$ cat src/hdl/tfr_pkg.sv
// ----------------------------------------------------------------------------
// tfr_pkg
// Shared types, codes and helper functions of the typed frame receiver.
// ----------------------------------------------------------------------------
package tfr_pkg;

  localparam int NumTypes = 6;
  localparam int NumMarks = 5;
  localparam int ApbAddrW = 5;
  localparam int ApbDataW = 32;
  localparam int LenW     = 8;

  typedef logic [2:0]          frame_type_t;
  typedef logic [NumMarks-1:0] marks_t;
  typedef logic [NumTypes-1:0][LenW-1:0] len_table_t;

  localparam frame_type_t TYPE_DD = 3'd0;
  localparam frame_type_t TYPE_D2 = 3'd1;
  localparam frame_type_t TYPE_D4 = 3'd2;
  localparam frame_type_t TYPE_C1 = 3'd3;
  localparam frame_type_t TYPE_CC = 3'd4;
  localparam frame_type_t TYPE_CD = 3'd5;

  localparam logic [7:0] START_DD = 8'hDD;
  localparam logic [7:0] START_D2 = 8'hD2;
  localparam logic [7:0] START_D4 = 8'hD4;
  localparam logic [7:0] START_C1 = 8'hC1;
  localparam logic [7:0] START_CC = 8'hCC;
  localparam logic [7:0] START_CD = 8'hCD;

  localparam logic [7:0] CK_OFFSET = 8'd170;
  localparam logic [7:0] CNT_MAX   = 8'hFF;
  localparam logic [7:0] LEN_RESET = 8'd2;

  localparam marks_t ALL_MARKS = 5'h1F;
  localparam marks_t CC_MARK   = 5'h10;

  localparam logic OP_BYTE    = 1'b0;
  localparam logic OP_RESTART = 1'b1;

  // Register indexes on the configuration port (byte address is 4 * index).
  localparam logic [2:0] REG_LEN_DD = 3'd0;
  localparam logic [2:0] REG_LEN_D2 = 3'd1;
  localparam logic [2:0] REG_LEN_D4 = 3'd2;
  localparam logic [2:0] REG_LEN_C1 = 3'd3;
  localparam logic [2:0] REG_LEN_CC = 3'd4;
  localparam logic [2:0] REG_LEN_CD = 3'd5;

  typedef struct packed {
    logic        hit;
    frame_type_t ftype;
  } start_match_t;

  function automatic start_match_t match_start(input logic [7:0] b);
    start_match_t m;
    m.hit   = 1'b1;
    m.ftype = TYPE_DD;
    unique case (b)
      START_DD: m.ftype = TYPE_DD;
      START_D2: m.ftype = TYPE_D2;
      START_D4: m.ftype = TYPE_D4;
      START_C1: m.ftype = TYPE_C1;
      START_CC: m.ftype = TYPE_CC;
      START_CD: m.ftype = TYPE_CD;
      default:  m.hit   = 1'b0;
    endcase
    return m;
  endfunction

  // CD frames own no mark.
  function automatic marks_t type_mark(input frame_type_t t);
    marks_t m;
    m = '0;
    unique case (t)
      TYPE_DD: m = 5'b00001;
      TYPE_D2: m = 5'b00010;
      TYPE_D4: m = 5'b00100;
      TYPE_C1: m = 5'b01000;
      TYPE_CC: m = 5'b10000;
      default: m = '0;
    endcase
    return m;
  endfunction

endpackage

$ cat src/hdl/tfr_if.sv
// ----------------------------------------------------------------------------
// tfr_if
// Valid/ready channels of the typed frame receiver: input bytes and results.
// ----------------------------------------------------------------------------
interface tfr_in_if;
  logic       valid;
  logic       ready;
  logic       op;
  logic [7:0] rx_byte;

  modport source (output valid, output op, output rx_byte, input ready);
  modport sink   (input valid, input op, input rx_byte, output ready);
endinterface

interface tfr_out_if;
  logic       valid;
  logic       ready;
  logic [2:0] frame_type;
  logic       checksum_ok;
  logic       set_complete;

  modport source (output valid, output frame_type, output checksum_ok,
                  output set_complete, input ready);
  modport sink   (input valid, input frame_type, input checksum_ok,
                  input set_complete, output ready);
endinterface

$ cat src/hdl/tfr_cfg_regs.sv
// ----------------------------------------------------------------------------
// tfr_cfg_regs
// APB register file holding the frame length of each start byte type.
// ----------------------------------------------------------------------------
module tfr_cfg_regs (
  input  logic                        clk_i,
  input  logic                        rst_ni,
  input  logic                        psel,
  input  logic                        penable,
  input  logic                        pwrite,
  input  logic [tfr_pkg::ApbAddrW-1:0] paddr,
  input  logic [tfr_pkg::ApbDataW-1:0] pwdata,
  output logic [tfr_pkg::ApbDataW-1:0] prdata,
  output logic                        pready,
  output tfr_pkg::len_table_t         len_o
);
  import tfr_pkg::*;

  len_table_t len_q, len_d;
  logic       wr_en;
  logic [2:0] reg_idx;
  logic [LenW-1:0] rd_val;

  assign pready  = 1'b1;
  assign wr_en   = psel && penable && pwrite;
  assign reg_idx = paddr[ApbAddrW-1:2];

  always_comb begin
    len_d  = len_q;
    rd_val = '0;
    unique case (reg_idx)
      REG_LEN_DD, REG_LEN_D2, REG_LEN_D4, REG_LEN_C1, REG_LEN_CC, REG_LEN_CD: begin
        rd_val = len_q[reg_idx];
        if (wr_en) begin
          len_d[reg_idx] = pwdata[LenW-1:0];
        end
      end
      default: rd_val = '0;
    endcase
  end

  assign prdata = {{(ApbDataW-LenW){1'b0}}, rd_val};
  assign len_o  = len_q;

  always_ff @(posedge clk_i or negedge rst_ni) begin
    if (!rst_ni) begin
      len_q <= {NumTypes{LEN_RESET}};
    end else begin
      len_q <= len_d;
    end
  end

endmodule

$ cat src/hdl/tfr_frame_core.sv
// ----------------------------------------------------------------------------
// tfr_frame_core
// Input register, frame tracking state and result register of the receiver.
// ----------------------------------------------------------------------------
module tfr_frame_core (
  input  logic                clk_i,
  input  logic                rst_ni,
  input  tfr_pkg::len_table_t len_i,
  tfr_in_if.sink              rx,
  tfr_out_if.source           res
);
  import tfr_pkg::*;

  // Input register.
  logic       in_vld_q;
  logic       in_op_q;
  logic [7:0] in_byte_q;

  // Frame state.
  logic        in_frame_q, in_frame_d;
  logic        active_q, active_d;
  frame_type_t cur_type_q, cur_type_d;
  logic [7:0]  tgt_q, tgt_d;
  logic [7:0]  cnt_q, cnt_d;
  logic [7:0]  sum_q, sum_d;
  marks_t      marks_q, marks_d;

  // Result register.
  logic        out_vld_q, out_vld_d;
  frame_type_t out_type_q;
  logic        out_ok_q;
  logic        out_done_q;

  logic         adv;
  logic         step;
  logic         emit;
  logic         ok;
  logic         done;
  start_match_t match;
  logic [7:0]   cnt_inc;
  logic [7:0]   ck_val;
  marks_t       marks_or;

  // The pipeline moves whenever the result register is empty or being taken.
  assign adv      = !out_vld_q || res.ready;
  assign rx.ready = !in_vld_q || adv;
  assign step     = in_vld_q && adv;

  assign match    = match_start(in_byte_q);
  assign cnt_inc  = (cnt_q < CNT_MAX) ? cnt_q + 8'd1 : cnt_q;
  assign ck_val   = sum_q + CK_OFFSET;
  assign ok       = (ck_val == in_byte_q);
  assign marks_or = marks_q | type_mark(cur_type_q);

  always_comb begin
    in_frame_d = in_frame_q;
    active_d   = active_q;
    cur_type_d = cur_type_q;
    tgt_d      = tgt_q;
    cnt_d      = cnt_q;
    sum_d      = sum_q;
    marks_d    = marks_q;
    emit       = 1'b0;
    done       = 1'b0;
    if (step) begin
      if (in_op_q == OP_RESTART) begin
        active_d = 1'b1;
      end else if (active_q) begin
        if (!in_frame_q) begin
          if (match.hit) begin
            in_frame_d = 1'b1;
            cur_type_d = match.ftype;
            tgt_d      = len_i[match.ftype];
            cnt_d      = 8'd1;
            sum_d      = in_byte_q;
          end
        end else begin
          cnt_d = cnt_inc;
          if (cnt_inc < tgt_q) begin
            sum_d = sum_q + in_byte_q;
          end else begin
            // Last byte of the frame carries the checksum.
            in_frame_d = 1'b0;
            emit       = 1'b1;
            if (ok) begin
              marks_d = marks_or;
              if (marks_or == ALL_MARKS) begin
                done     = 1'b1;
                active_d = 1'b0;
                marks_d  = marks_or & CC_MARK;
              end
            end
          end
        end
      end
    end
  end

  always_comb begin
    out_vld_d = out_vld_q;
    if (adv) begin
      out_vld_d = in_vld_q && emit;
    end
  end

  always_ff @(posedge clk_i or negedge rst_ni) begin
    if (!rst_ni) begin
      in_vld_q   <= 1'b0;
      out_vld_q  <= 1'b0;
      in_frame_q <= 1'b0;
      active_q   <= 1'b1;
      cur_type_q <= TYPE_DD;
      tgt_q      <= '0;
      cnt_q      <= '0;
      sum_q      <= '0;
      marks_q    <= '0;
    end else begin
      if (rx.ready) begin
        in_vld_q <= rx.valid;
      end
      out_vld_q  <= out_vld_d;
      in_frame_q <= in_frame_d;
      active_q   <= active_d;
      cur_type_q <= cur_type_d;
      tgt_q      <= tgt_d;
      cnt_q      <= cnt_d;
      sum_q      <= sum_d;
      marks_q    <= marks_d;
    end
  end

  always_ff @(posedge clk_i) begin
    if (rx.valid && rx.ready) begin
      in_op_q   <= rx.op;
      in_byte_q <= rx.rx_byte;
    end
    if (step && emit) begin
      out_type_q <= cur_type_q;
      out_ok_q   <= ok;
      out_done_q <= done;
    end
  end

  assign res.valid        = out_vld_q;
  assign res.frame_type   = out_type_q;
  assign res.checksum_ok  = out_ok_q;
  assign res.set_complete = out_done_q;

endmodule

$ cat src/hdl/typed_frame_receiver_with_checksum_unit.sv
// ----------------------------------------------------------------------------
// typed_frame_receiver_with_checksum_unit
// Start byte framer with per-type lengths and an additive checksum check.
// ----------------------------------------------------------------------------
// Usage:
//   rx_i carries one item per handshake: a received byte (op 0) or a restart
//   command (op 1). While idle the block hunts for one of six start bytes;
//   the APB registers give each type's total frame length. On the last byte
//   of a frame one item leaves on res_o with the frame type, the checksum
//   flag and set_complete. After set_complete, bytes are dropped until a
//   restart item arrives.
//   An item is captured in the input register when it is accepted and is
//   processed when the pipeline next advances, which loads its result into
//   the result register; from there the result is offered on res_o.
//   Throughput: one item per cycle while res_o is not stalled; the running
//   sum and byte count are updated as each item is processed.
//   Reset: all lengths read 2, no frame is open, reception is on and all
//   seen marks are clear.
//   Stalls: while a result waits on res_o, one more item can be held in the
//   input register; further items wait at rx_i until the result is taken.
//   The user must write lengths only while no frame is in flight; the block does not enforce it.
// ----------------------------------------------------------------------------
module typed_frame_receiver_with_checksum_unit (
  input  logic                         clk_i,
  input  logic                         rst_ni,
  tfr_in_if.sink                       rx_i,
  tfr_out_if.source                    res_o,
  input  logic                         psel,
  input  logic                         penable,
  input  logic                         pwrite,
  input  logic [tfr_pkg::ApbAddrW-1:0] paddr,
  input  logic [tfr_pkg::ApbDataW-1:0] pwdata,
  output logic [tfr_pkg::ApbDataW-1:0] prdata,
  output logic                         pready
);
  import tfr_pkg::*;

  len_table_t len_table;

  tfr_cfg_regs u_cfg_regs (
    .clk_i   (clk_i),
    .rst_ni  (rst_ni),
    .psel    (psel),
    .penable (penable),
    .pwrite  (pwrite),
    .paddr   (paddr),
    .pwdata  (pwdata),
    .prdata  (prdata),
    .pready  (pready),
    .len_o   (len_table)
  );

  tfr_frame_core u_frame_core (
    .clk_i  (clk_i),
    .rst_ni (rst_ni),
    .len_i  (len_table),
    .rx     (rx_i),
    .res    (res_o)
  );

endmodule

$ cat src/flat_wrapper.sv
// flat-port wrapper written by rule: the top's interface ports become plain ports
module typed_frame_receiver_with_checksum_unit_flat import tfr_pkg::*;
  (clk_i, rst_ni, psel, penable, pwrite, paddr, pwdata, prdata, pready, rx_i_valid, rx_i_op, rx_i_rx_byte, rx_i_ready, res_o_valid, res_o_frame_type, res_o_checksum_ok, res_o_set_complete, res_o_ready);
  tfr_in_if rx_i_i ();
  tfr_out_if res_o_i ();
  input  logic clk_i;
  input  logic rst_ni;
  input  logic psel;
  input  logic penable;
  input  logic pwrite;
  input  logic [tfr_pkg::ApbAddrW-1:0] paddr;
  input  logic [tfr_pkg::ApbDataW-1:0] pwdata;
  output logic [tfr_pkg::ApbDataW-1:0] prdata;
  output logic pready;
  input wire logic [$bits(rx_i_i.valid)-1:0] rx_i_valid;
  input wire logic [$bits(rx_i_i.op)-1:0] rx_i_op;
  input wire logic [$bits(rx_i_i.rx_byte)-1:0] rx_i_rx_byte;
  output wire logic [$bits(rx_i_i.ready)-1:0] rx_i_ready;
  output wire logic [$bits(res_o_i.valid)-1:0] res_o_valid;
  output wire logic [$bits(res_o_i.frame_type)-1:0] res_o_frame_type;
  output wire logic [$bits(res_o_i.checksum_ok)-1:0] res_o_checksum_ok;
  output wire logic [$bits(res_o_i.set_complete)-1:0] res_o_set_complete;
  input wire logic [$bits(res_o_i.ready)-1:0] res_o_ready;
  assign rx_i_i.valid = rx_i_valid;
  assign rx_i_i.op = rx_i_op;
  assign rx_i_i.rx_byte = rx_i_rx_byte;
  assign rx_i_ready = rx_i_i.ready;
  assign res_o_valid = res_o_i.valid;
  assign res_o_frame_type = res_o_i.frame_type;
  assign res_o_checksum_ok = res_o_i.checksum_ok;
  assign res_o_set_complete = res_o_i.set_complete;
  assign res_o_i.ready = res_o_ready;
  typed_frame_receiver_with_checksum_unit u_core (.clk_i(clk_i), .rst_ni(rst_ni), .rx_i(rx_i_i), .res_o(res_o_i), .psel(psel), .penable(penable), .pwrite(pwrite), .paddr(paddr), .pwdata(pwdata), .prdata(prdata), .pready(pready));
endmodule
$ cat config.mk
export PLATFORM = sky130hd
export DESIGN_NAME = typed_frame_receiver_with_checksum_unit_flat
export DESIGN_NICKNAME = d
export VERILOG_FILES = /design/src/hdl/tfr_pkg.sv /design/src/hdl/tfr_if.sv /design/src/hdl/tfr_cfg_regs.sv /design/src/hdl/tfr_frame_core.sv /design/src/hdl/typed_frame_receiver_with_checksum_unit.sv /design/src/flat_wrapper.sv
export SDC_FILE = /design/constraint.sdc
export NUM_CORES = 1
export LEC_CHECK = 0
export BUFFER_PORTS_ARGS = -buffer_cell sky130_fd_sc_hd__buf_2
export CAP_MARGIN = 10
export CORE_MARGIN = 3
export CORE_UTILIZATION = 62
export CTS_CLUSTER_SIZE = 25
export DETAILED_ROUTE_END_ITERATION = 7
export PLACE_DENSITY = 0.95
export SLEW_MARGIN = 0
export SYNTH_ARGS = -nofsm -noshare
export SYNTH_HDL_FRONTEND = slang
export SYNTH_HIERARCHICAL = 1
export SYNTH_SLANG_ARGS = --single-unit
$ cat constraint.sdc
create_clock -name clk_i -period 5.4 [get_ports clk_i]
set_input_delay 0.27 -clock clk_i [delete_from_list [all_inputs] [get_ports clk_i]]
set_output_delay 0.27 -clock clk_i [all_outputs]
set_load 0.05 [all_outputs]
; ---- After elaboration in Yosys (flattened, before gate mapping)
; Index checks and enable logic that the tools add are counted.
[totals]
regBits = 98
latch_bits = 0
ramBits = 0
mem_bits_ro = 0
inputBits = 53
output_inout_bits = 40
memories = 0
[op_classes]
addsub = 3
n_mul = 0
div = 0
n_lt_le_gt_ge = 5
n_eq_ne = 18
shifts = 0
muxes = 33
bitwise = 7
n_reduce_logical = 23
[op_table]
columns = cell, count
row1 = 2-to-1 mux 8 bit, 10
row2 = binary-select mux 8 bit (select 3 bit), 2
row3 = bitwise mux 48 bit, 1
row4 = == test 8 bit (second input constant), 6
row5 = case mux 5 bit (5 select lines), 1
row6 = demux 8 bit (select 3 bit), 1
row7 = OR reduction 6 bit, 3
row8 = 2-to-1 mux 1 bit, 16
row9 = case mux 3 bit (5 select lines), 1
row10 = == test 3 x 2 -> 1 bit (second input constant), 4
row11 = AND reduction 5 bit, 2
row12 = == test 3 bit (second input constant), 3
row13 = adder 8 x 1 -> 8 bit (second input constant), 1
row14 = adder 8 bit, 1
row15 = adder 8 bit (second input constant), 1
row16 = == test 8 bit, 1
row17 = less-than comparator 3 x 4 -> 1 bit (second input constant), 2
row18 = less-than comparator 8 bit, 1
row19 = less-than comparator 8 bit (second input constant), 1
row20 = logical AND 1 bit, 7
row21 = == test 3 x 1 -> 1 bit (second input constant), 2
row22 = logical NOT 3 bit, 2
row23 = NOT 1 bit, 6
row24 = AND reduction 6 bit, 1
row25 = other kinds (11), 13

; ---- Longest topological paths before layout
; Gate-level depths: netlist of run 1.
[logic_depth]
depth_word = 10
ltp_mapped = 14
depth_no_buf = 14

; ---- Modules after synthesis
; The synthesis of run 1 kept the hierarchy.
[by_module_without_submodules]
columns = mod, n_inst, cells_each, area_each_um2, seq_area_each_um2
row1 = tfr_frame_core, 1, 360, 3447.1, 1322.5
row2 = tfr_cfg_regs, 1, 180, 2491.1, 1208.7

; ---- Worst setup path before layout of run 1
; No wires, ideal clock.
[synth_timing]
path_type = register to register
start = reg u_core.u_frame_core.cnt_q[0]
end = reg u_core.u_frame_core.sum_q[0]
arrival_time_ns = 2.849
required_ns = 5.275
slack_ns = 2.427
stages_incl_launch_ff = 14
path_buffers = 1
period_less_slack_ns = 2.973
path_cell_list = dfrtp_1 ha_1 nand4_1 or2_2 clkbuf_1 o21ai_0 a21o_1 ha_1 nand3_1 or3_1 o211a_1 o31ai_2 a21oi_2 mux2_2
[synth_via]
elab_chain_len = 5
elab_cells_between_ends = 6
cone_classes = 1 x add/sub / 2 x order compare / 1 x eq/ne / 1 x mux / 1 x reduce/logical
[synth_lines]
columns = item, line_no
row1 = start: declaration, tfr_frame_core.sv:24  ; logic [7:0] cnt_q, cnt_d;
row2 = start signal: assignment, tfr_frame_core.sv:126  ; cnt_q <= cnt_d;
row3 = adder 8 x 1 -> 8 bit / less-than comparator 8 bit (equally long branches), tfr_frame_core.sv:50  ; assign cnt_inc = (cnt_q < CNT_MAX) ? cnt_q + 8'd1 : cnt_q;
row4 = 2-to-1 mux 8 bit *, tfr_frame_core.sv:50
row5 = less-than comparator 8 bit *, tfr_frame_core.sv:79  ; if (cnt_inc < tgt_q) begin
row6 = inequality test 2 x 1 -> 1 bit (no source line) *, -
row7 = AND reduction 5 bit (no source line) *, -
row8 = end signal: assignment, tfr_frame_core.sv:127  ; sum_q <= sum_d;
row9 = end: declaration, tfr_frame_core.sv:25  ; logic [7:0] sum_q, sum_d;
; Mark *: on every way between the ends. The rest lies on a longest branch, timed or not.
; A chain may end at the register's enable or synchronous reset.

; ---- Worst setup path in the final report of run 1
[layout_timing]
start = reg u_core.u_frame_core.cnt_q[0]
end = reg u_core.u_frame_core.sum_q[5]
; Same word-level chain as after synthesis.

==> results_dict.tcl, run 1 <==
set metrics [dict create \
    outcome "completed" \
    min_period_ps 3450 \
    core_um2 9280 \
    cts-htree-levels 3 \
    rsz0062_at_grt "no" \
    die_h_um 104 \
    critPathMaxStageDelay_ps 450 \
    nets 641 \
    cp.arrival_ps 3700 \
    ys_top_cells_by_area "dfrtp_1 (32%), mux2_2 (11%), mux2i_1 (7.6%), edfxtp_1 (7.1%), buf_4 (3.9%)" \
    yosys_warnings 6 \
    ys_ff_latch 98 \
    io_pins 93 \
    grt_usage_pct 23.0 \
    first_pass_iters 5 \
    ys_async_sr_fraction_pct 85.7 \
    post_dp_cell_area_um2 6070 \
    wl_per_cell_um 17.2 \
    place_congestion 0.844 \
    clockPowerShare_pct 18.7 \
    timing.final.crit_share_pct 63.9 \
    finalHoldViolCount 0 \
    grt_max_degree 85 \
    cp_cell_sequence "ha_1 > nand4_1 > or2_2 > o21ai_0 > a21o_1 > ha_1 > nand3_1 > or3_1 > o211a_1 > o31ai_2 > a21oi_2 > mux2_2" \
    p_int_mw 1.40 \
    critPathKind "flop to flop" \
    finalSetupTns_ps 0 \
    finalSetupViolations 0 \
    cpMostUsedCell "ha_1" \
    area_delta_synth_final_pct 4.89 \
    worst_pin_slew_ps 1130 \
    ys_seq_area_share_pct 42.6 \
    avgSynthCellArea_um2 11.0 \
    cts_setup_buffers 0 \
    first_global_vias 4286 \
    antenna_cells 0 \
    cp-start-kind "flop" \
    initial_core_util_pct 64.0 \
    path_max_fanout 10 \
    netlist_area_um2 5940 \
    synthCells 540 \
    routed_wirelength_um 12100 \
    overflow 0 \
    relSlewSlack_pct 24.4 \
    clk_pin_slew_ps 100 \
    cap_violations 0 \
    power_leakage_nw 2.76 \
    first_iter_violations 172 \
    drv_slew 0 \
    powerDensity_nw_per_um2 357 \
    hold_path.class "input port to flop" \
    hold_buffers 0 \
    hpwl_um 8360 \
    yosysTopAreaCellShare_pct 32.4 \
    cts_buffers 9 \
    p_seq_share_pct 46.2 \
    fin_area_um2 6230 \
    crit_path_end_kind "flop" \
    fmax_mhz 290 \
    cts-root-buf "clkbuf_8" \
    drc_errors 0 \
    pwr-share-comb_pct 35.0 \
    ir_drop_mv 0.219 \
    crit_required_ps 5650 \
    drive_gt1_share_pct 24.5 \
    synth_edf_count 14 \
    synth_area_leader_cell "dfrtp_1" \
    die_w_um 104 \
    antenna_left 0 \
    power.switching_mw 0.823 \
    cts_resized 0 \
    cts_max_path_buffers 2 \
    antenna_found_initial 0 \
    grt_first_pass_wirelength_um 20200 \
    synth_cell_types 67 \
    ys.flop_type "dfrtp_1" \
    dieArea_um2 10800 \
    swShare_pct 37.0 \
    cts_tree "done" \
    rows 35 \
    clock_latency_ps 380 \
    clkSinkCount 98 \
    num_vias 4195 \
    portBuffers 41 \
    via_per_inst 5.96 \
    crit_slowest_cell "dfrtp_1" \
    r2r_slack_ps 1950 \
    skew_ps 14.8 \
]
## power by group through the flow
stage / logic, mW / registers [mW] / clock network, mW
finish: 0.779 / 1.03 / 0.417
global route: 0.860 / 1.05 / 0.455
CTS: 0.776 / 1.03 / 0.426
detailed placement: 0.770 / 1.04 / 0
global placement: 0.726 / 1.03 / 0
floorplan: 0.648 / 0.997 / 0
## critical path: cells and delay by family, from the launching register on
family / cells / cell delay, ps
compound gates: 5 / 1080
simple gates: 4 / 840
fa+ha+maj: 2 / 530
flops: 1 / 450
mux: 1 / 410
## cells in the final DEF (no fill, tap or decap), types with 6 or more instances in the layout
cell type  netlist  layout
a211oi_1         7       7
a21oi_1         36      36
a22o_1           6       6
buf_2            3      40
clkbuf_8         1       9
conb_1           2      25
dfrtp_1         77      77
dfstp_2          7       7
edfxtp_1        14      14
ha_1            16      16
inv_1           18      18
mux2_2          58      58
mux2i_1         45      45
nand2_1         16      16
nand2b_1         8       8
nand3_1         10      10
nor2_1          44      44
o21ai_0         22      22
o22a_1           8       8
xnor2_1         17      17
## state kept, by name, summed over array words and instances, names as in the netlist, 3 cells and up
register	count
u_core/u_cfg_regs/len_o	48
u_core/u_frame_core/cnt_q	8
u_core/u_frame_core/cur_type_q	3
u_core/u_frame_core/in_byte_q	8
u_core/u_frame_core/marks_q	5
u_core/u_frame_core/res.frame_type	3
u_core/u_frame_core/sum_q	8
u_core/u_frame_core/tgt_q	8
## cell families (layout without fill, tap and decap cells)
| group | Yosys count | after routing | synth area share, % |
|---|---|---|---|
| buf+inv | 65 | 77 | 7.00 |
| compound gates | 108 | 108 | 12.3 |
| xor+xnor | 20 | 20 | 2.95 |
| fa+ha+maj | 17 | 17 | 3.71 |
| flops | 98 | 98 | 42.6 |
| mux | 105 | 105 | 19.0 |
| other cells | 2 | 25 | 0.126 |
| simple gates | 125 | 125 | 12.3 |
## layout make-up
class	count	area [µm²]
clock buffer	11	131
clock inverter	4	28.8
fill	706	3060
inverter	18	67.6
multi-input combinational	400	3080
sequential	98	2530
tap	129	161
timing repair buffer	44	230
## per-layer routing
layer	track usage [%]	up-vias	part of all wire (%)
met5	0	-	0
met3	4.90	27	5.8
met4	9.21	0	2.1
met2	40.0	145	51
met1	28.1	2054	41
li1	-	1969	-
## final timing paths
check / from / cells past startpoint / end
max: u_core/u_frame_core/cnt_q[0]$_DFFE_PN0P_ / 12 / u_core/u_frame_core/sum_q[5]$_DFFE_PN0P_
min: rx_i_rx_byte[3] / 1 / u_core/u_frame_core/in_byte_q[3]$_DFFE_PP_
max reg2reg: u_core/u_frame_core/cnt_q[0]$_DFFE_PN0P_ / 12 / u_core/u_frame_core/sum_q[5]$_DFFE_PN0P_
min reg2reg: u_core/u_frame_core/marks_q[4]$_DFFE_PN0P_ / 1 / u_core/u_frame_core/marks_q[4]$_DFFE_PN0P_
max in group asynchronous: rst_ni / 1 / u_core/u_frame_core/sum_q[2]$_DFFE_PN0P_
min in group asynchronous: rst_ni / 1 / u_core/u_frame_core/marks_q[4]$_DFFE_PN0P_
## through the flow
stage                     util, %  total power [mW]  cells  hold WS, ps  worst slack, ps
after floorplan                 -              1.64    563        -25.6             2430
after global placement       65.4              1.75    689          446             2170
after detailed placement     65.4              1.81    689          448             2030
after CTS                    67.1              2.23    704         42.7             1990
after global routing         67.1              2.36    704         43.3             1750
final                        67.1              2.22    704         57.7             1950
## synth_stat cells (all sizes together), types with 2 or more instances
cell    number
a211oi       8
a21boi       2
a21o         2
a21oi       38
a22o         6
a31oi        2
a41oi        4
and2         2
and3         5
buf         39
clkbuf       8
conb         2
dfrtp       77
dfstp        7
edfxtp      14
ha          16
inv         18
mux2        60
mux2i       45
nand2       16
nand2b       8
nand3       10
nand3b       4
nand4        6
nand4b       2
nor2        50
nor2b        3
nor3         4
nor3b        3
o211a        2
o21a         3
o21ai       22
o21bai       2
o22a         8
o31ai        2
or2          2
or3          3
xnor2       17
xor2         3
Note: power is estimated with default switching activity, not from simulation.
==> inputs of run 2 (changes only) <==
--- a/config.mk
+++ b/config.mk
@@ -8,10 +8,10 @@
 export BUFFER_PORTS_ARGS = -buffer_cell sky130_fd_sc_hd__buf_2
 export CAP_MARGIN = 10
 export CORE_MARGIN = 3
-export CORE_UTILIZATION = 62
+export CORE_UTILIZATION = 52
 export CTS_CLUSTER_SIZE = 25
 export DETAILED_ROUTE_END_ITERATION = 7
-export PLACE_DENSITY = 0.95
+export PLACE_DENSITY = 0.88
 export SLEW_MARGIN = 0
 export SYNTH_ARGS = -nofsm -noshare
 export SYNTH_HDL_FRONTEND = slang
==> constraint.sdc (replaced) <==
create_clock -name clk_i -period 3.1 [get_ports clk_i]
set_input_delay 0.155 -clock clk_i [delete_from_list [all_inputs] [get_ports clk_i]]
set_output_delay 0.155 -clock clk_i [all_outputs]
set_load 0.05 [all_outputs]
==> run 2 against run 1 <==
Clock-buffer cell count is 1 lower; wire length is 5.5% higher; hold slack worse by 69 ps; fmax is 18% higher; highest routed layer unchanged; sequential power is 72% higher; critical path depth stayed put; final cell count is 4.5% higher; largest cell class unchanged; register-to-register slack worse by 1800 ps; critical path type unchanged; the flow now finishes with violations (negative hold slack); clock skew is 8.6 ps lower; sequential share of layout area is 2.3 points lower; non-clock buffer count is 20 higher.
==> results_dict.tcl, run 2 (synthesized netlist as in run 1, its figures left out) <==
set metrics [dict create \
    outcome "finished with violations" \
    violations "negative hold slack" \
    clk_pin_slew_ps 70 \
    fmax_mhz 342 \
    cp-start-kind "flop" \
    grt_max_degree 85 \
    finalHoldViolCount 2 \
    power_leakage_nw 2.92 \
    dieArea_um2 12700 \
    cts-htree-levels 3 \
    via_per_inst 5.84 \
    grt_usage_pct 20.6 \
    first_global_vias 4370 \
    overflow 0 \
    worst_pin_slew_ps 1050 \
    met1_length_um 5290 \
    crit_path_end_kind "flop" \
    route.met3.wl_um 708 \
    area_delta_synth_final_pct 11.4 \
    layout_common_cells "dfrtp_1 (75), mux2_2 (58), mux2i_1 (45)" \
    antenna_cells 0 \
    io_pins 93 \
    wl_per_cell_um 17.4 \
    cts_tree "done" \
    relSlewSlack_pct 30.3 \
    final_common_cell "dfrtp_1" \
    cap_violations 0 \
    largest_register_ffs 48 \
    cp.arrival_ps 3150 \
    finalPower_mw 4.48 \
    first_iter_violations 202 \
    initial_core_util_pct 54.1 \
    path_max_fanout 7 \
    timing.final.crit_share_pct 94.3 \
    powerDensity_nw_per_um2 677 \
    routed_wirelength_um 12800 \
    place_congestion 0.873 \
    dr_wl_met2_um 6620 \
    fin_area_um2 6610 \
    cts_buffers 9 \
    die_h_um 113 \
    ir_drop_mv 0.549 \
    rows 38 \
    die_w_um 113 \
    worst_slack_ps 177 \
    clock_latency_ps 350 \
    drc_errors 0 \
    cts-root-buf "clkbuf_16" \
    post-place-ws_ps 20.2 \
    first_pass_iters 4 \
    critPathKind "flop to flop" \
    skew_ps 6.11 \
    drv_slew 0 \
    dp_cells 709 \
    topRoutingLayerUsed "met4" \
    hpwl_um 8720 \
    drive_gt1_share_pct 26.8 \
    cts_max_path_buffers 2 \
    antenna_found_initial 0 \
    portBuffers 41 \
    finalSetupViolations 0 \
    instances_no_fill 736 \
    clkSinkCount 98 \
    hold_path.class "input port to async pin" \
    min_period_ps 2920 \
    nets 661 \
    post_dp_cell_area_um2 6150 \
    crit_required_ps 3330 \
    num_vias 4299 \
    finalSetupTns_ps 0 \
    grt_first_pass_wirelength_um 21400 \
    antenna_left 0 \
    fin_hold_ws_ps -10.9 \
    core_um2 11000 \
]
[run 2: worst max-delay path: stages, from the launching register on]
cell and delay (ps):
dfrtp_2 430, ha_2 230, nand4_1 130, or2_4 300, o21ai_0 110, a21o_1 120
ha_1 230, nand3_1 150, or3_1 130, o211a_1 190, o31ai_4 120, a21oi_4 290
mux2_2 380
[run 2: layout make-up]
| class | count | area (µm²) |
|---|---|---|
| Clock buffer | 10 | 250 |
| Clock inverter | 6 | 77.6 |
| Fill cell | 850 | 4370 |
| Inverter | 18 | 67.6 |
| Multi-Input combinational cell | 400 | 3100 |
| Sequential cell | 98 | 2530 |
| Tap cell | 140 | 175 |
| Timing Repair Buffer | 64 | 407 |
[run 2: stage by stage]
stage / hold slack (ps) / util [%]
5_1_grt: 50.4 / 60.2
3_3_place_gp: 334 / 56.0
2_1_floorplan: -141 / -
4_1_cts: 34.0 / 59.8
6_report: -10.9 / 60.2
3_5_place_dp: 333 / 56.0
[run 2: metal layers]
layer	vias to the layer above	track usage [%]
met5	-	0
met4	0	6.89
met3	15	4.55
met2	157	36.3
met1	2117	25.1
li1	2010	-
[run 2: final timing paths]
kind / cells past startpoint / endpoint / startpoint / slack, ps
worst min register to register: 1 / u_core/u_frame_core/marks_q[4]$_DFFE_PN0P_ / u_core/u_frame_core/marks_q[4]$_DFFE_PN0P_ / 490
worst max register to register: 12 / u_core/u_frame_core/sum_q[5]$_DFFE_PN0P_ / u_core/u_frame_core/cnt_q[0]$_DFFE_PN0P_ / 180
worst min-delay path: 1 / u_core/u_frame_core/in_vld_q$_DFFE_PN0N_ / rst_ni / -10
worst max-delay path: 12 / u_core/u_frame_core/sum_q[5]$_DFFE_PN0P_ / u_core/u_frame_core/cnt_q[0]$_DFFE_PN0P_ / 180
min in group clk_i: 2 / u_core/u_frame_core/in_vld_q$_DFFE_PN0N_ / rx_i_valid / 30
max in group asynchronous: 1 / u_core/u_frame_core/cnt_q[0]$_DFFE_PN0P_ / rst_ni / 2390
[run 2: repair_timing]
item	4_1_cts	5_1_grt
setup endpoints to repair	7	21
hold endpoints to repair	9	0
cloned	0	0
hold buffers	9	0
resized for setup	1	9
buffers inserted	0	2
pin swaps	0	1
[run 2: power breakdown]
part | switching, mW | total (mW) | internal [mW]
registers | 0.218 | 1.77 | 1.55
clock network | 0.516 | 1.21 | 0.692
logic | 0.829 | 1.50 | 0.675
total | 1.56 | 4.48 | 2.92
==> inputs of run 3 (changes only) <==
--- a/config.mk
+++ b/config.mk
@@ -15,5 +15,4 @@
 export SLEW_MARGIN = 0
 export SYNTH_ARGS = -nofsm -noshare
 export SYNTH_HDL_FRONTEND = slang
-export SYNTH_HIERARCHICAL = 1
 export SYNTH_SLANG_ARGS = --single-unit
==> run 3 against run 2 <==
Clock-buffer cell count decreased by 1; largest cell class unchanged; the run still ends with negative hold slack left; via count is 0.84% lower; synthesized area shrank 0.55%; hold slack got worse by 15 ps; power rose by 2.7%; final cell count is 1.9% lower; critical path depth grew 1; die area shrank 0.51%; combinational power is 10% higher; setup slack got worse by 67 ps; wire length down 1.0%; clock power down 9%.
==> results_dict.tcl, run 3 <==
set metrics [dict create \
    grt-busiest-layer "met2" \
    hold_path.class "input port to async pin" \
    outcome "finished with violations" \
    post-route-util_pct 60.1 \
    antenna_found_initial 0 \
    overflow 0 \
    nets 647 \
    synth_area_leader_cell "dfrtp_1" \
    cp.arrival_ps 3270 \
    min_period_ps 2990 \
    clk_pin_slew_ps 70 \
    cts_max_path_buffers 2 \
    finalHoldViolCount 21 \
    core_um2 11000 \
    fin_hold_ws_ps -26.3 \
    yosysTopAreaCellShare_pct 32.6 \
    dp_cells 692 \
    synth_edf_count 14 \
    hpwl_um 8620 \
    power_leakage_nw 2.97 \
    fin_area_um2 6600 \
    cts_buffers 9 \
    portBuffers 41 \
    drc_errors 0 \
    ys.flop_type "dfrtp_1" \
    ys_async_sr_fraction_pct 85.7 \
    crit_required_ps 3380 \
    multi_input_area_um2 3090 \
    cts_tree "done" \
    ys_seq_area_share_pct 42.9 \
    grt_usage_pct 20.4 \
    area_delta_synth_final_pct 11.7 \
    first_iter_violations 211 \
    avgSynthCellArea_um2 11.2 \
    grtUsageMet2_pct 35.2 \
    instances_no_fill 722 \
    cp-start-kind "flop" \
    finalPower_mw 4.60 \
    io_pins 93 \
    critPathKind "flop to flop" \
    finalSetupViolations 0 \
    wl_per_cell_um 17.6 \
    post_dp_cell_area_um2 6130 \
    worst_pin_slew_ps 1050 \
    dieArea_um2 12700 \
    fillerInstances 860 \
    yosysMostFrequentCell "dfrtp_1" \
    worst_slack_ps 110 \
    fmax_mhz 334 \
    relSlewSlack_pct 30.1 \
    post-place-ws_ps 24.9 \
    die_w_um 113 \
    layout_common_cells "dfrtp_1 (75), mux2_2 (62), mux2i_1 (43)" \
    first_global_vias 4407 \
    largest_register_ffs 48 \
    ys_top_cells_by_area "dfrtp_1 (33%), mux2_2 (12%), mux2i_1 (7.3%), edfxtp_1 (7.1%), ha_1 (3.4%)" \
    place_congestion 0.838 \
    final_common_cell "dfrtp_1" \
    die_h_um 113 \
    yosys_warnings 0 \
    cap_violations 0 \
    cts-root-buf "clkbuf_16" \
    via_per_inst 5.90 \
    skew_ps 9.69 \
    grt.met1_usage_pct 26.0 \
    clock_latency_ps 360 \
    timing.final.crit_share_pct 96.4 \
    clkSinkCount 98 \
    rows 38 \
    ir_drop_mv 0.449 \
    cts-htree-levels 3 \
    violations "negative hold slack" \
    drive_gt1_share_pct 29.4 \
    seq_area_um2 2530 \
    use_met3_pct 3.94 \
    routed_wirelength_um 12700 \
    num_vias 4263 \
    initial_core_util_pct 53.8 \
    powerDensity_nw_per_um2 697 \
    first_pass_iters 4 \
    antenna_left 0 \
    synth_cell_types 65 \
    grt_max_degree 85 \
    antenna_cells 0 \
    yosys-top-cells-count "dfrtp_1 (77), mux2_2 (63), mux2i_1 (43)" \
    drv_slew 0 \
    finalSetupTns_ps 0 \
    path_max_fanout 5 \
    grt_first_pass_wirelength_um 21100 \
    synthCells 526 \
    netlist_area_um2 5910 \
    crit_path_end_kind "flop" \
    ys_ff_latch 98 \
]
[run 3: cells by family (layout without fill, tap and decap cells)]
kind of cell / Yosys count / in the layout / synth area share (%)
muxes: 120 / 120 / 23.5
and+or+nand+nor: 112 / 112 / 10.4
DFF: 98 / 98 / 42.9
AOI/OAI and AO/OA: 87 / 87 / 9.96
buffers and inverters: 75 / 108 / 7.22
adders and majority gates: 17 / 17 / 3.73
xor gates and xnor gates: 15 / 15 / 2.22
other: 2 / 25 / 0.127
[run 3: timing repair]
action,4_1_cts,5_1_grt
pin swaps,1,10
hold buffers,9,0
gates resized for setup,3,15
buffers inserted,0,5
endpoints found under the hold margin,9,0
endpoints found under the setup margin,5,13
[run 3: final cells by class]
cell class	count	share of cell area [%]
clock buffers	9	3.41
clock inverters	7	0.910
inverters	27	1.54
multi-input cells	376	46.9
flip-flops and latches	98	38.4
well taps	140	2.66
repair buffers	65	6.22
[run 3: worst paths after layout]
kind	start	to	slack [ps]	depth (start not counted)
min	rst_ni	u_core.u_frame_core.sum_q[3]$_DFFE_PN0P_	-30	1
max	u_core.u_frame_core.cnt_q[0]$_DFFE_PN0P_	u_core.u_frame_core.marks_q[3]$_DFFE_PN0P_	110	13
max reg2reg	u_core.u_frame_core.cnt_q[0]$_DFFE_PN0P_	u_core.u_frame_core.marks_q[3]$_DFFE_PN0P_	110	13
max in group asynchronous	rst_ni	u_core.u_frame_core.cnt_q[1]$_DFFE_PN0P_	2390	1
min in group clk_i	rx_i_valid	u_core.u_frame_core.in_vld_q$_DFFE_PN0N_	10	2
min reg2reg	u_core.u_frame_core.sum_q[0]$_DFFE_PN0P_	u_core.u_frame_core.sum_q[0]$_DFFE_PN0P_	500	1
[run 3: critical path: stages, from the launching register on]
cell,delay (ps)
dfrtp_2,430
nand3_2,110
inv_2,100
nand3_4,80
nor2_2,140
mux2_4,320
ha_1,300
nand4_1,210
nor2_2,200
nand4_1,250
a2111oi_4,390
buf_4,190
a31oi_1,80
nor2_1,120
[run 3: per-layer routing]
metal	routed length [µm]	up-vias	part of all wire, %
met5	0	-	0
met4	251	0	2.0
met3	667	19	5.3
met2	6410	157	51
met1	5340	2108	42
li1	-	1979	-
[run 3: power by group]
| part | switching (mW) | internal, mW |
|---|---|---|
| logic | 0.922 | 0.725 |
| clock network | 0.535 | 0.563 |
| registers | 0.269 | 1.58 |
